[src/rtl/rlh_pkg.sv]
`timescale 1ns / 1ps

package rlh_pkg;

	localparam int NUM_BINS = 256;
	localparam int BIN_BITS = 8;
	localparam int NUM_LANES = 4;
	localparam int OUT_BITS = 32;

	localparam logic [1:0] ACT_PIXEL = 2'd0;
	localparam logic [1:0] ACT_READ  = 2'd1;
	localparam logic [1:0] ACT_CLEAR = 2'd2;

	localparam int LANE_RED   = 0;
	localparam int LANE_GREEN = 1;
	localparam int LANE_BLUE  = 2;
	localparam int LANE_LUMA  = 3;

	typedef enum logic [1:0] {
		ST_SWEEP,
		ST_IDLE,
		ST_FETCH,
		ST_EMIT
	} rlh_state_t;

	typedef struct packed {
		logic load;
		logic sweep;
		logic update;
		logic emit;
	} rlh_cmd_t;

	typedef struct packed {
		logic [1:0] act;
		logic       last;
		logic       sweep_done;
	} rlh_status_t;

	// x / 3 for 8-bit x: x * 171 >> 9 is exact over 0..255
	function automatic logic [BIN_BITS-1:0] div3(input logic [BIN_BITS-1:0] x);
		logic [15:0] p;
		p = 16'(x) * 16'd171;
		return BIN_BITS'(p[15:9]);
	endfunction

	function automatic logic [BIN_BITS-1:0] luma_bin(input logic [BIN_BITS-1:0] r,
			input logic [BIN_BITS-1:0] g, input logic [BIN_BITS-1:0] b);
		return BIN_BITS'(div3(r) + div3(g) + div3(b));
	endfunction

endpackage

[src/rtl/rlh_ctrl.sv]
`timescale 1ns / 1ps

module rlh_ctrl (
	input  logic                 clk,
	input  logic                 arst_n,
	input  logic                 in_valid,
	output logic                 in_ready,
	input  logic [1:0]           action,
	output logic                 out_valid,
	input  logic                 out_ready,
	output rlh_pkg::rlh_cmd_t    cmd,
	input  rlh_pkg::rlh_status_t status
);
	import rlh_pkg::*;

	rlh_state_t state_q, state_d;
	logic       out_valid_q;

	always_ff @(posedge clk or negedge arst_n) begin
		if (!arst_n) begin
			state_q <= ST_SWEEP;
		end else begin
			state_q <= state_d;
		end
	end

	always_comb begin
		state_d  = state_q;
		cmd      = '0;
		in_ready = 1'b0;
		case (state_q)
			ST_SWEEP: begin
				cmd.sweep = 1'b1;
				if (status.sweep_done) begin
					state_d = ST_IDLE;
				end
			end
			ST_IDLE: begin
				in_ready = 1'b1;
				if (in_valid) begin
					cmd.load = 1'b1;
					if (action == ACT_PIXEL || action == ACT_READ) begin
						state_d = ST_FETCH;
					end else if (action == ACT_CLEAR) begin
						state_d = ST_SWEEP;
					end
				end
			end
			ST_FETCH: begin
				if (status.act == ACT_PIXEL) begin
					cmd.update = 1'b1;
					state_d = status.last ? ST_EMIT : ST_IDLE;
				end else begin
					state_d = ST_EMIT;
				end
			end
			ST_EMIT: begin
				if (!out_valid_q || out_ready) begin
					cmd.emit = 1'b1;
					state_d  = ST_IDLE;
				end
			end
			default: begin
				state_d = ST_SWEEP;
			end
		endcase
	end

	always_ff @(posedge clk or negedge arst_n) begin
		if (!arst_n) begin
			out_valid_q <= 1'b0;
		end else if (cmd.emit) begin
			out_valid_q <= 1'b1;
		end else if (out_ready) begin
			out_valid_q <= 1'b0;
		end
	end

	assign out_valid = out_valid_q;

endmodule

[config.mk]
export PLATFORM = sky130hd
export DESIGN_NAME = rlh_ctrl
export DESIGN_NICKNAME = d
export VERILOG_FILES = /design/src/rtl/rlh_pkg.sv /design/src/rtl/rlh_ctrl.sv
export SDC_FILE = /design/constraint.sdc
export NUM_CORES = 1
export LEC_CHECK = 0
export BUFFER_PORTS_ARGS = -buffer_cell sky130_fd_sc_hd__buf_4
export CORE_AREA = 2 2 39 41
export CTS_BUF_LIST = sky130_fd_sc_hd__clkbuf_16
export CTS_CLUSTER_DIAMETER = 100
export CTS_CLUSTER_SIZE = 10
export DETAILED_ROUTE_END_ITERATION = 6
export DIE_AREA = 0 0 41 43
export PLACE_DENSITY = 0.48
export SETUP_SLACK_MARGIN = 0.15
export SLEW_MARGIN = 20
export SYNTH_ARGS = -nofsm -noshare
export SYNTH_HDL_FRONTEND = slang
export SYNTH_SLANG_ARGS = --single-unit
export TNS_END_PERCENT = 5
[constraint.sdc]
create_clock -name clk -period 1.29 [get_ports clk]
set_input_delay 0.0645 -clock clk [delete_from_list [all_inputs] [get_ports clk]]
set_output_delay 0.0645 -clock clk [all_outputs]
set_load 0.02 [all_outputs]
==> impl_metrics.prom, run 1 <==
# TYPE chip_impl_metric gauge
chip_impl_metric{name="globalplace.congestion",unit=""} 0.634
chip_impl_metric{name="fin_total_pwr",unit="W"} 0.00141
chip_impl_metric{name="maxCapViolCount",unit=""} 0
chip_impl_metric{name="worst_skew_pair.late_latency",unit="ns"} 0.22
chip_impl_metric{name="grt_start_max_net_pins",unit=""} 5
chip_impl_metric{name="yosys.cell_types.count",unit=""} 14
chip_impl_metric{name="initial_standard_cell_utilization_of_the_core",unit="%"} 18.1
chip_impl_metric{name="initialDrtViolationCount",unit=""} 4
chip_impl_metric{name="core_area",unit="um^2"} 1380
chip_impl_metric{name="final_net_count",unit=""} 65
chip_impl_metric{name="post-cts-setup-buffers",unit=""} 0
chip_impl_metric{name="worst-slew-pin-transition",unit="ns"} 0.264
chip_impl_metric{name="cts_sinks",unit=""} 3
chip_impl_metric{name="fillCellCount",unit=""} 139
chip_impl_metric{name="report.final.hold_viol_count",unit=""} 0
chip_impl_metric{name="maxSlewHeadroom",unit="%"} 82.4
chip_impl_metric{name="timing.critical_path.fanout_max",unit=""} 4
chip_impl_info{name="violations_in_the_final_reports",value="negative setup slack"} 1
chip_impl_metric{name="wl",unit="um"} 701
chip_impl_metric{name="h-tree-depth",unit=""} 1
chip_impl_metric{name="postLayoutCellArea",unit="um^2"} 547
chip_impl_metric{name="finClkSkew",unit="ns"} 0.000342
chip_impl_metric{name="layout_setup_ws",unit="ns"} -0.0655
chip_impl_metric{name="finalSetupViolations",unit=""} 5
chip_impl_metric{name="max-vdd-ir-drop",unit="V"} 0.000784
chip_impl_metric{name="power_leakage",unit="nW"} 0.273
chip_impl_metric{name="cp_slowest_stage_delay",unit="ns"} 0.40
chip_impl_metric{name="core.rowCount",unit=""} 14
chip_impl_metric{name="grt_first_pass_wirelength",unit="um"} 1120
chip_impl_metric{name="syn-cell-area",unit="um^2"} 250
chip_impl_metric{name="clkTransAtPathRegs",unit="ns"} 0.03
chip_impl_metric{name="timing.final.max_slew_violations",unit=""} 0
chip_impl_metric{name="syn-instance-count",unit=""} 24
chip_impl_metric{name="globalRoute.totalOverflow",unit=""} 0
chip_impl_metric{name="yosys_warnings",unit=""} 0
chip_impl_metric{name="minimum_clock_period",unit="ns"} 1.36
chip_impl_metric{name="synth.ff_latch_count",unit=""} 3
chip_impl_metric{name="synth_nets",unit=""} 39
chip_impl_metric{name="avgViaCountPerCell",unit=""} 4.11
chip_impl_metric{name="route.antenna.remaining_nets",unit=""} 0
chip_impl_metric{name="timing.critical_path.arrival",unit="ns"} 1.50
chip_impl_metric{name="die-width",unit="um"} 41
chip_impl_metric{name="firstDrtPassIters",unit=""} 4
chip_impl_info{name="cts_tree",value="built"} 1
chip_impl_metric{name="numCtsBuffers",unit=""} 3
chip_impl_info{name="crit_path_cell_trace",value="inv_2 > ha_4 > a222oi_1 > buf_4 > mux2i_1"} 1
chip_impl_info{name="crit_path_end_kind",value="flop"} 1
chip_impl_metric{name="clock.fmax",unit="MHz"} 738
chip_impl_info{name="min_to",value="out_valid$_DFFE_PN0P_"} 1
chip_impl_metric{name="timing.critical_path.required",unit="ns"} 1.43
chip_impl_metric{name="remaining_drc_errors",unit=""} 0
chip_impl_info{name="holdCritStartpoint",value="out_ready"} 1
chip_impl_metric{name="die_area",unit="um^2"} 1760
chip_impl_info{name="slowest_stage",value="sky130_fd_sc_hd__dfrtp_1"} 1
chip_impl_metric{name="power-per-cell-area",unit="nW/um^2"} 2580
chip_impl_info{name="setup_repair_after_global_routing_missed_its_margin",value="true"} 1
chip_impl_info{name="worst_r2r_startpoint",value="state_q[1]$_DFFE_PN0P_"} 1
chip_impl_metric{name="place_area",unit="um^2"} 448
chip_impl_info{name="critical_path.startpoint_type",value="flop"} 1
chip_impl_metric{name="r2r_cells",unit=""} 5
chip_impl_info{name="timing.hold.worst.class",value="input port to flop"} 1
chip_impl_info{name="crit_type",value="flop to flop"} 1
chip_impl_info{name="run_status",value="finished with violations"} 1
chip_impl_metric{name="antenna_cells_inserted",unit=""} 0
chip_impl_metric{name="vias",unit=""} 267
chip_impl_metric{name="whs_path_depth",unit=""} 3
chip_impl_metric{name="antenna_found_initial",unit=""} 0
chip_impl_metric{name="place.port_buffers",unit=""} 15
chip_impl_metric{name="synth_sequential_area_ratio",unit="%"} 30.0
chip_impl_metric{name="routedWlPerCell",unit="um"} 10.8
chip_impl_metric{name="layout-area-overhead-vs-synth",unit="%"} 118
chip_impl_metric{name="clk_path_buf_depth",unit=""} 2
chip_impl_info{name="clk_root_buffer_cell",value="sky130_fd_sc_hd__clkbuf_16"} 1
chip_impl_metric{name="global_route.usage.total",unit="%"} 9.94
chip_impl_metric{name="post_route_cells_drive_above_1_share",unit="%"} 65.3
chip_impl_metric{name="min_period_over_period",unit="%"} 105
chip_impl_metric{name="grt_pass1_vias",unit=""} 300
chip_impl_info{name="r2r_end",value="state_q[1]$_DFFE_PN0P_"} 1
chip_impl_metric{name="timing.reg2reg.setup_slack",unit="ns"} -0.07
chip_impl_metric{name="die_height",unit="um"} 43
chip_impl_metric{name="avgSynthCellArea",unit="um^2"} 10.4
chip_impl_metric{name="io_pins",unit=""} 16
chip_impl_info{name="crit_start",value="state_q[1]$_DFFE_PN0P_"} 1
## stage by stage
stage | setup slack [ns] | instances | hold slack [ns] | util [%] | TNS, ns
6_report | -0.0655 | 65 | 0.141 | 39.5 | -0.225
4_1_cts | -0.0874 | 65 | 0.150 | 39.2 | -0.324
2_1_floorplan | -0.0698 | 24 | -0.231 | - | -0.140
3_3_place_gp | -0.0668 | 60 | -0.143 | 32.4 | -0.124
5_1_grt | -0.138 | 65 | 0.174 | 39.5 | -0.497
3_5_place_dp | -0.0875 | 60 | -0.143 | 32.4 | -0.166
## worst max-delay path, delay by kind of cell, from the launching register on
kind | cells | cell delay [ns]
AOI/OAI and AO/OA | 1 | 0.26
adders and majority gates | 1 | 0.17
buffers and inverters | 2 | 0.28
DFF | 1 | 0.40
muxes | 1 | 0.17
## cells by family after synthesis
| group | after synthesis | share of synthesized area, % |
|---|---|---|
| fa+ha+maj | 5 | 25.0 |
| flops | 3 | 30.0 |
| simple gates | 7 | 18.5 |
| compound gates | 4 | 13.5 |
| mux | 2 | 8.00 |
| buf+inv | 3 | 5.00 |
## cells in the mapped netlist (all sizes together)
cell / instances / area, um^2
and2: 2 / 13.8
a21bo: 1 / 10.0
ha: 5 / 62.6
o31a: 1 / 8.76
clkinvlp: 1 / 5.00
nand2b: 2 / 12.5
nor3b: 1 / 7.51
inv: 2 / 7.51
mux2i: 2 / 20.0
nor2b: 2 / 12.5
dfrtp: 3 / 75.1
o21ai: 1 / 5.00
a222oi: 1 / 10.0
## routing by layer
metal / global-route usage, % / vias to the layer above / share of wire [%]
met5: 0 / - / 0
met4: 2.00 / 0 / 0
met3: 6.28 / 0 / 11
met2: 18.4 / 15 / 54
met1: 8.04 / 120 / 35
li1: - / 132 / -
## layout by cell type (no fill, tap or decap)
cell and instances:
sky130_fd_sc_hd__and2_2 1, sky130_fd_sc_hd__nor2b_1 2, sky130_fd_sc_hd__nand2b_1 2, sky130_fd_sc_hd__inv_2 2
sky130_fd_sc_hd__a21bo_1 1, sky130_fd_sc_hd__buf_4 19, sky130_fd_sc_hd__o21ai_0 1, sky130_fd_sc_hd__mux2i_1 2
sky130_fd_sc_hd__inv_1 1, sky130_fd_sc_hd__nor3b_2 1, sky130_fd_sc_hd__clkinvlp_2 1, sky130_fd_sc_hd__clkbuf_16 3
sky130_fd_sc_hd__dfrtp_1 2, sky130_fd_sc_hd__ha_4 2, sky130_fd_sc_hd__ha_1 2, sky130_fd_sc_hd__buf_6 1
sky130_fd_sc_hd__o31a_1 1, sky130_fd_sc_hd__a222oi_1 1, sky130_fd_sc_hd__and2_1 1, sky130_fd_sc_hd__dlygate4sd3_1 1
sky130_fd_sc_hd__ha_2 1, sky130_fd_sc_hd__dfrtp_2 1
## report_power, final
part | total [W] | internal (W) | switching [W]
Clock | 0.000479 | 0.000399 | 0.0000795
Sequential | 0.000201 | 0.000143 | 0.0000579
Combinational | 0.000731 | 0.000404 | 0.000327
## how the worst max path moves through the flow
stage	to	slack, ns	cells after the start
3_5_place_dp	state_q[1]$_DFFE_PN0P_	-0.09	4
2_1_floorplan	state_q[0]$_DFFE_PN0P_	-0.07	3
3_3_place_gp	state_q[0]$_DFFE_PN0P_	-0.07	4
4_1_cts	cmd[1]	-0.09	4
5_1_grt	state_q[1]$_DFFE_PN0P_	-0.14	5
6_report	state_q[1]$_DFFE_PN0P_	-0.07	5
## area by class of cell
| type | instances | area [um^2] | share of cell area [%] |
|---|---|---|---|
| flip-flops and latches | 3 | 76.3 | 14.0 |
| inverters | 3 | 12.5 | 2.29 |
| well taps | 16 | 20.0 | 3.66 |
| multi-input cells | 18 | 195 | 35.7 |
| repair buffers | 21 | 164 | 30.0 |
| clock buffers | 3 | 75.1 | 13.7 |
| clock inverters | 1 | 3.75 | 0.686 |
## sequential cells by signal, indices dropped and copies added (netlist names)
| register | count |
|---|---|
| out_valid | 1 |
| state_q | 2 |
## timing repair
item | CTS | global route
hold buffers | 1 | 0
endpoints found under the hold margin | 3 | 0
resized for setup | 2 | 1
setup endpoints to repair | 7 | 7
No activity file was read; power rests on OpenSTA's default activity.
==> run 2, diff against run 1 <==
--- a/config.mk
+++ b/config.mk
@@ -5,6 +5,7 @@
 export SDC_FILE = /design/constraint.sdc
 export NUM_CORES = 1
 export LEC_CHECK = 0
+export ABC_AREA = 1
 export BUFFER_PORTS_ARGS = -buffer_cell sky130_fd_sc_hd__buf_4
 export CORE_AREA = 2 2 39 41
 export CTS_BUF_LIST = sky130_fd_sc_hd__clkbuf_16
@@ -12,7 +13,7 @@
 export CTS_CLUSTER_SIZE = 10
 export DETAILED_ROUTE_END_ITERATION = 6
 export DIE_AREA = 0 0 41 43
-export PLACE_DENSITY = 0.48
+export PLACE_DENSITY = 0.5
 export SETUP_SLACK_MARGIN = 0.15
 export SLEW_MARGIN = 20
 export SYNTH_ARGS = -nofsm -noshare
==> impl_metrics.prom, run 2 <==
# TYPE chip_impl_metric gauge
chip_impl_metric{name="place.port_buffers",unit=""} 15
chip_impl_metric{name="power-per-cell-area",unit="nW/um^2"} 2380
chip_impl_metric{name="io_pins",unit=""} 16
chip_impl_metric{name="vias",unit=""} 303
chip_impl_metric{name="yosys.cell_types.count",unit=""} 13
chip_impl_info{name="crit_path_end_kind",value="output pin"} 1
chip_impl_metric{name="avgViaCountPerCell",unit=""} 3.94
chip_impl_metric{name="synth_sequential_area_ratio",unit="%"} 27.6
chip_impl_metric{name="die_area",unit="um^2"} 1760
chip_impl_metric{name="grt_first_pass_wirelength",unit="um"} 1080
chip_impl_metric{name="netlist.area_leader.share",unit="%"} 27.6
chip_impl_metric{name="route.antenna.remaining_nets",unit=""} 0
chip_impl_metric{name="minimum_clock_period",unit="ns"} 1.25
chip_impl_metric{name="dp_slack",unit="ns"} 0.0659
chip_impl_metric{name="grt_pass1_vias",unit=""} 277
chip_impl_metric{name="clkTransAtPathRegs",unit="ns"} 0.03
chip_impl_metric{name="report.final.hold_viol_count",unit=""} 0
chip_impl_metric{name="avgSynthCellArea",unit="um^2"} 7.15
chip_impl_metric{name="clock.fmax",unit="MHz"} 798
chip_impl_info{name="largest_register",value="state_q"} 1
chip_impl_metric{name="timing.critical_path.required",unit="ns"} 1.23
chip_impl_metric{name="wl",unit="um"} 665
chip_impl_metric{name="timing.critical_path.fanout_max",unit=""} 3
chip_impl_metric{name="die_height",unit="um"} 43
chip_impl_info{name="run_status",value="complete, no violations"} 1
chip_impl_info{name="synth.largest_area_cell",value="sky130_fd_sc_hd__dfrtp_1"} 1
chip_impl_metric{name="timing.final.max_slew_violations",unit=""} 0
chip_impl_metric{name="antenna_found_initial",unit=""} 0
chip_impl_metric{name="initial_standard_cell_utilization_of_the_core",unit="%"} 19.6
chip_impl_metric{name="synth_nets",unit=""} 53
chip_impl_metric{name="maxCapViolCount",unit=""} 0
chip_impl_info{name="most-common-layout-cells",value="13 x sky130_fd_sc_hd__buf_4, 9 x sky130_fd_sc_hd__nand2_1, 7 x sky130_fd_sc_hd__inv_1"} 1
chip_impl_metric{name="clk_path_buf_depth",unit=""} 2
chip_impl_metric{name="remaining_drc_errors",unit=""} 0
chip_impl_metric{name="final_core_area_utilization",unit="%"} 43.6
chip_impl_metric{name="final_net_count",unit=""} 77
chip_impl_metric{name="syn-cell-area",unit="um^2"} 272
chip_impl_metric{name="postLayoutCellArea",unit="um^2"} 603
chip_impl_metric{name="routedWlPerCell",unit="um"} 8.64
chip_impl_metric{name="grt_start_max_net_pins",unit=""} 5
chip_impl_info{name="cts_tree",value="built"} 1
chip_impl_metric{name="yosys_warnings",unit=""} 0
chip_impl_metric{name="post_route_cells_drive_above_1_share",unit="%"} 57.4
chip_impl_metric{name="die-width",unit="um"} 41
chip_impl_info{name="clk_root_buffer_cell",value="sky130_fd_sc_hd__clkbuf_16"} 1
chip_impl_metric{name="min_period_over_period",unit="%"} 97.1
chip_impl_metric{name="fin_setup_tns",unit="ns"} 0
chip_impl_metric{name="synth-async-reset-ratio",unit="%"} 100
chip_impl_metric{name="maxSlewHeadroom",unit="%"} 87.4
chip_impl_metric{name="power_leakage",unit="nW"} 0.313
chip_impl_metric{name="global_route.usage.total",unit="%"} 9.47
chip_impl_info{name="setup_repair_after_global_routing_missed_its_margin",value="true"} 1
chip_impl_metric{name="cts_sinks",unit=""} 3
chip_impl_info{name="post-synth-top-count-cell",value="sky130_fd_sc_hd__nand2_1"} 1
chip_impl_info{name="netlist_top_cells_area",value="sky130_fd_sc_hd__dfrtp_1 28%, sky130_fd_sc_hd__ha_1 23%, sky130_fd_sc_hd__nand2_1 14%"} 1
chip_impl_metric{name="synth_edf_count",unit=""} 0
chip_impl_info{name="crit_type",value="flop to output pin"} 1
chip_impl_metric{name="worst-slew-pin-transition",unit="ns"} 0.188
chip_impl_metric{name="h-tree-depth",unit=""} 1
chip_impl_metric{name="layout_setup_ws",unit="ns"} 0.0373
chip_impl_metric{name="finalSetupViolations",unit=""} 0
chip_impl_metric{name="max-vdd-ir-drop",unit="V"} 0.00121
chip_impl_metric{name="core.rowCount",unit=""} 14
chip_impl_info{name="critical_path.startpoint_type",value="flop"} 1
chip_impl_metric{name="final_hpwl_from_detailed_placement",unit="um"} 472
chip_impl_metric{name="place_area",unit="um^2"} 412
chip_impl_info{name="timing.hold.worst.class",value="input port to flop"} 1
chip_impl_metric{name="globalRoute.totalOverflow",unit=""} 0
chip_impl_metric{name="core_area",unit="um^2"} 1380
chip_impl_metric{name="numCtsBuffers",unit=""} 3
chip_impl_metric{name="synth.ff_latch_count",unit=""} 3
chip_impl_metric{name="globalplace.congestion",unit=""} 0.741
chip_impl_metric{name="timing.critical_path.arrival",unit="ns"} 1.19
chip_impl_metric{name="firstDrtPassIters",unit=""} 3
chip_impl_metric{name="antenna_cells_inserted",unit=""} 0
chip_impl_metric{name="layout-area-overhead-vs-synth",unit="%"} 122
chip_impl_info{name="synth_commonest_cells",value="10 x sky130_fd_sc_hd__nand2_1, 9 x sky130_fd_sc_hd__inv_1, 5 x sky130_fd_sc_hd__ha_1"} 1
chip_impl_metric{name="worst_skew_pair.late_latency",unit="ns"} 0.22
chip_impl_metric{name="initialDrtViolationCount",unit=""} 3
chip_impl_info{name="most_common_cell_after_layout_fill_and_taps_aside",value="sky130_fd_sc_hd__buf_4"} 1
chip_impl_metric{name="post-place-cells",unit=""} 69
chip_impl_metric{name="syn-instance-count",unit=""} 38
chip_impl_metric{name="final_cells",unit=""} 77
chip_impl_metric{name="finClkSkew",unit="ns"} 0.00366
chip_impl_metric{name="flip_flop_count_of_the_largest_register_all_copies_and_words_added",unit=""} 2
chip_impl_info{name="synth_ff_type",value="sky130_fd_sc_hd__dfrtp_1"} 1
[run 2: cell families after synthesis]
logic type                 share of synthesized area [%]
DFF                                                 27.6
AOI/OAI and AO/OA                                   8.75
and+or+nand+nor                                     28.1
buffers and inverters                               12.4
adders and majority gates                           23.0
[run 2: layout make-up]
type / instances / area [um^2]
multi-input combinational: 26 / 226
timing repair buffer: 19 / 164
clock buffer: 3 / 75.1
sequential: 3 / 77.6
fill: 142 / 781
inverter: 9 / 36.3
tap: 16 / 20.0
clock inverter: 1 / 3.75
[run 2: layer usage]
layer | track usage (%) | part of all wire, % | vias up
met2 | 11.9 | 48 | 10
li1 | - | - | 161
met3 | 7.85 | 10 | 0
met4 | 2.00 | 0 | 0
met5 | 0 | 0 | -
met1 | 12.3 | 41 | 132
[run 2: path summary, 6_finish.rpt]
kind / end / cells after the start / from / slack, ns
max: cmd[1] / 4 / state_q[1]$_DFFE_PN0P_ / 0.04
min: out_valid$_DFFE_PN0P_ / 4 / out_ready / 0.11
max reg2reg: state_q[0]$_DFFE_PN0P_ / 7 / state_q[1]$_DFFE_PN0P_ / 0.10
min reg2reg: out_valid$_DFFE_PN0P_ / 2 / out_valid$_DFFE_PN0P_ / 0.53
max in group asynchronous: state_q[1]$_DFFE_PN0P_ / 2 / arst_n / 1.01
min in group asynchronous: out_valid$_DFFE_PN0P_ / 2 / arst_n / 0.17
[run 2: through the flow]
step | power (W) | hold WS (ns)
after floorplan | 0.000523 | -0.231
after global placement | 0.000703 | -0.144
after detailed placement | 0.000696 | -0.144
after CTS | 0.00127 | 0.108
after global routing | 0.00156 | 0.125
final | 0.00143 | 0.110
[run 2: what timing repair did]
action | 4_1_cts | 5_1_grt
pin swaps | 3 | 4
setup endpoints to repair | 7 | 7
hold endpoints to repair | 3 | 0
hold buffers | 1 | 0
resized for setup | 6 | 17
setup buffers | 1 | 2
[run 2: critical path: stages (launching register included)]
cell	delay, ns
sky130_fd_sc_hd__dfrtp_2	0.42
sky130_fd_sc_hd__buf_6	0.13
sky130_fd_sc_hd__ha_4	0.15
sky130_fd_sc_hd__nor3b_4	0.14
sky130_fd_sc_hd__buf_6	0.12
[run 2: power by group]
group / internal (W) / switching (W) / leakage, nW / total, W
combinational: 0.000383 / 0.000377 / 0.234 / 0.000760
sequential: 0.000141 / 0.0000525 / 0.0364 / 0.000193
clock: 0.000399 / 0.0000802 / 0.0423 / 0.000480
total: 0.000923 / 0.000510 / 0.313 / 0.00143
==> run 3, diff against run 2 <==
--- a/config.mk
+++ b/config.mk
@@ -6,14 +6,14 @@
 export NUM_CORES = 1
 export LEC_CHECK = 0
 export ABC_AREA = 1
-export BUFFER_PORTS_ARGS = -buffer_cell sky130_fd_sc_hd__buf_4
 export CORE_AREA = 2 2 39 41
 export CTS_BUF_LIST = sky130_fd_sc_hd__clkbuf_16
 export CTS_CLUSTER_DIAMETER = 100
 export CTS_CLUSTER_SIZE = 10
 export DETAILED_ROUTE_END_ITERATION = 6
 export DIE_AREA = 0 0 41 43
-export PLACE_DENSITY = 0.5
+export DONT_BUFFER_PORTS = 1
+export PLACE_DENSITY = 0.39
 export SETUP_SLACK_MARGIN = 0.15
 export SLEW_MARGIN = 20
 export SYNTH_ARGS = -nofsm -noshare
==> impl_metrics.prom, run 3 (synthesis gave the netlist of run 2 again) <==
# TYPE chip_impl_metric gauge
chip_impl_info{name="run_status",value="complete, no violations"} 1
chip_impl_metric{name="avgViaCountPerCell",unit=""} 4.00
chip_impl_metric{name="flip_flop_count_of_the_largest_register_all_copies_and_words_added",unit=""} 2
chip_impl_metric{name="cts_sinks",unit=""} 3
chip_impl_metric{name="clock.fmax",unit="MHz"} 810
chip_impl_info{name="crit_type",value="flop to output pin"} 1
chip_impl_metric{name="antenna_cells_inserted",unit=""} 0
chip_impl_metric{name="clk_path_buf_depth",unit=""} 2
chip_impl_metric{name="cp_slowest_stage_delay",unit="ns"} 0.42
chip_impl_metric{name="power-per-cell-area",unit="nW/um^2"} 2660
chip_impl_metric{name="place_area",unit="um^2"} 329
chip_impl_metric{name="worst_skew_pair.late_latency",unit="ns"} 0.22
chip_impl_metric{name="wl",unit="um"} 617
chip_impl_metric{name="core_area",unit="um^2"} 1380
chip_impl_metric{name="grt_start_max_net_pins",unit=""} 5
chip_impl_metric{name="die-width",unit="um"} 41
chip_impl_metric{name="finalHoldWorstSlack",unit="ns"} 0.0393
chip_impl_metric{name="fin_setup_tns",unit="ns"} 0
chip_impl_metric{name="grt_first_pass_wirelength",unit="um"} 1040
chip_impl_info{name="timing.critical_path.max_delay_family",value="flip-flops"} 1
chip_impl_metric{name="fin_total_pwr",unit="W"} 0.00126
chip_impl_metric{name="critPathBufInv",unit=""} 1
chip_impl_metric{name="initial_standard_cell_utilization_of_the_core",unit="%"} 19.6
chip_impl_metric{name="clkTransAtPathRegs",unit="ns"} 0.03
chip_impl_metric{name="max-vdd-ir-drop",unit="V"} 0.000964
chip_impl_metric{name="min_period_over_period",unit="%"} 95.7
chip_impl_metric{name="report.final.hold_viol_count",unit=""} 0
chip_impl_metric{name="postLayoutCellArea",unit="um^2"} 473
chip_impl_info{name="timing.hold.worst.class",value="input port to flop"} 1
chip_impl_metric{name="timing.critical_path.fanout_max",unit=""} 4
chip_impl_metric{name="globalplace.congestion",unit=""} 0.615
chip_impl_metric{name="core.rowCount",unit=""} 14
chip_impl_info{name="most-common-layout-cells",value="10 x sky130_fd_sc_hd__nand2_1, 7 x sky130_fd_sc_hd__inv_1, 5 x sky130_fd_sc_hd__buf_4"} 1
chip_impl_metric{name="io_pins",unit=""} 16
chip_impl_metric{name="firstDrtPassIters",unit=""} 1
chip_impl_metric{name="h-tree-depth",unit=""} 1
chip_impl_metric{name="die_area",unit="um^2"} 1760
chip_impl_metric{name="remaining_drc_errors",unit=""} 0
chip_impl_metric{name="worst-slew-pin-transition",unit="ns"} 0.281
chip_impl_metric{name="post_route_cells_drive_above_1_share",unit="%"} 49.0
chip_impl_metric{name="antenna_found_initial",unit=""} 0
chip_impl_info{name="crit_path_end_kind",value="output pin"} 1
chip_impl_metric{name="routedWlPerCell",unit="um"} 9.49
chip_impl_metric{name="numCtsBuffers",unit=""} 3
chip_impl_metric{name="final_net_count",unit=""} 65
chip_impl_metric{name="route.antenna.remaining_nets",unit=""} 0
chip_impl_info{name="slowest_stage",value="sky130_fd_sc_hd__dfrtp_2"} 1
chip_impl_metric{name="maxCapViolCount",unit=""} 0
chip_impl_info{name="crit_path_cell_trace",value="inv_2 > ha_4 > nor3b_4"} 1
chip_impl_info{name="largest_register",value="state_q"} 1
chip_impl_info{name="most_common_cell_after_layout_fill_and_taps_aside",value="sky130_fd_sc_hd__nand2_1"} 1
chip_impl_info{name="critical_path.startpoint_type",value="flop"} 1
chip_impl_metric{name="timing.final.max_slew_violations",unit=""} 0
chip_impl_metric{name="maxSlewHeadroom",unit="%"} 81.2
chip_impl_metric{name="finClkSkew",unit="ns"} 0.000382
chip_impl_metric{name="die_height",unit="um"} 43
chip_impl_info{name="setup_repair_after_global_routing_missed_its_margin",value="true"} 1
chip_impl_metric{name="timing.critical_path.required",unit="ns"} 1.23
chip_impl_metric{name="grt_pass1_vias",unit=""} 277
chip_impl_info{name="clk_root_buffer_cell",value="sky130_fd_sc_hd__clkbuf_16"} 1
chip_impl_metric{name="power_leakage",unit="nW"} 0.241
chip_impl_metric{name="fillCellCount",unit=""} 149
chip_impl_metric{name="vias",unit=""} 260
chip_impl_metric{name="globalRoute.totalOverflow",unit=""} 0
chip_impl_metric{name="place.port_buffers",unit=""} 0
chip_impl_info{name="cts_tree",value="built"} 1
chip_impl_metric{name="global_route.usage.total",unit="%"} 8.66
chip_impl_metric{name="minimum_clock_period",unit="ns"} 1.23
chip_impl_metric{name="finalSetupViolations",unit=""} 0
chip_impl_metric{name="layout-area-overhead-vs-synth",unit="%"} 74.2
chip_impl_metric{name="initialDrtViolationCount",unit=""} 0
chip_impl_metric{name="timing.critical_path.arrival",unit="ns"} 1.17
run 3: cell type report:
class                           instances  area (um^2)  area share (%)
Clock buffer                            3         75.1            15.9
Sequential cell                         3         77.6            16.4
Multi-Input combinational cell         26          204            43.1
Timing Repair Buffer                    7         58.8            12.4
Tap cell                               16         20.0            4.23
Clock inverter                          1         3.75           0.794
Inverter                                9         33.8            7.14
run 3: power by group:
part,leakage (nW),switching [W],internal [W]
Clock,0.0423,0.0000757,0.000399
Sequential,0.0364,0.0000413,0.000141
Combinational,0.162,0.000344,0.000257
run 3: worst paths after layout:
check,from,end,slack (ns),depth (start not counted)
setup / recovery,state_q[0]$_DFFE_PN0P_,cmd[1],0.06,3
hold / removal,out_ready,out_valid$_DFFE_PN0P_,0.04,3
setup reg to reg,state_q[1]$_DFFE_PN0P_,state_q[1]$_DFFE_PN0P_,0.09,7
hold reg to reg,state_q[1]$_DFFE_PN0P_,state_q[1]$_DFFE_PN0P_,0.58,2
max in group asynchronous,arst_n,state_q[0]$_DFFE_PN0P_,1.03,1
min in group asynchronous,arst_n,state_q[1]$_DFFE_PN0P_,0.10,1
run 3: worst min-delay path: stages:
cell	delay, ns
sky130_fd_sc_hd__inv_1	0.05
sky130_fd_sc_hd__nand2_1	0.06
sky130_fd_sc_hd__nand2_1	0.04
run 3: per-stage QoR:
stage	setup slack [ns]	instances	utilization [%]
floorplan	0.0725	38	-
global placement	0.0335	58	23.8
detailed placement	0.0588	58	23.8
CTS	0.0480	63	31.6
global route	-0.0178	65	34.2
finish	0.0555	65	34.2
run 3: timing repair:
item / in CTS / in global routing
endpoints found under the setup margin: 6 / 7
buffers inserted: 0 / 2
hold endpoints to repair: 3 / 0
hold buffers: 1 / 0
pin swaps: 0 / 2
resized for setup: 5 / 9
run 3: metal layers:
metal / vias up / routed length [um] / track usage (%)
met3: 0 / 39 / 1.57
met1: 117 / 240 / 10.1
li1: 136 / - / -
met2: 7 / 337 / 13.4
met4: 0 / 0 / 6.00
met5: - / 0 / 0
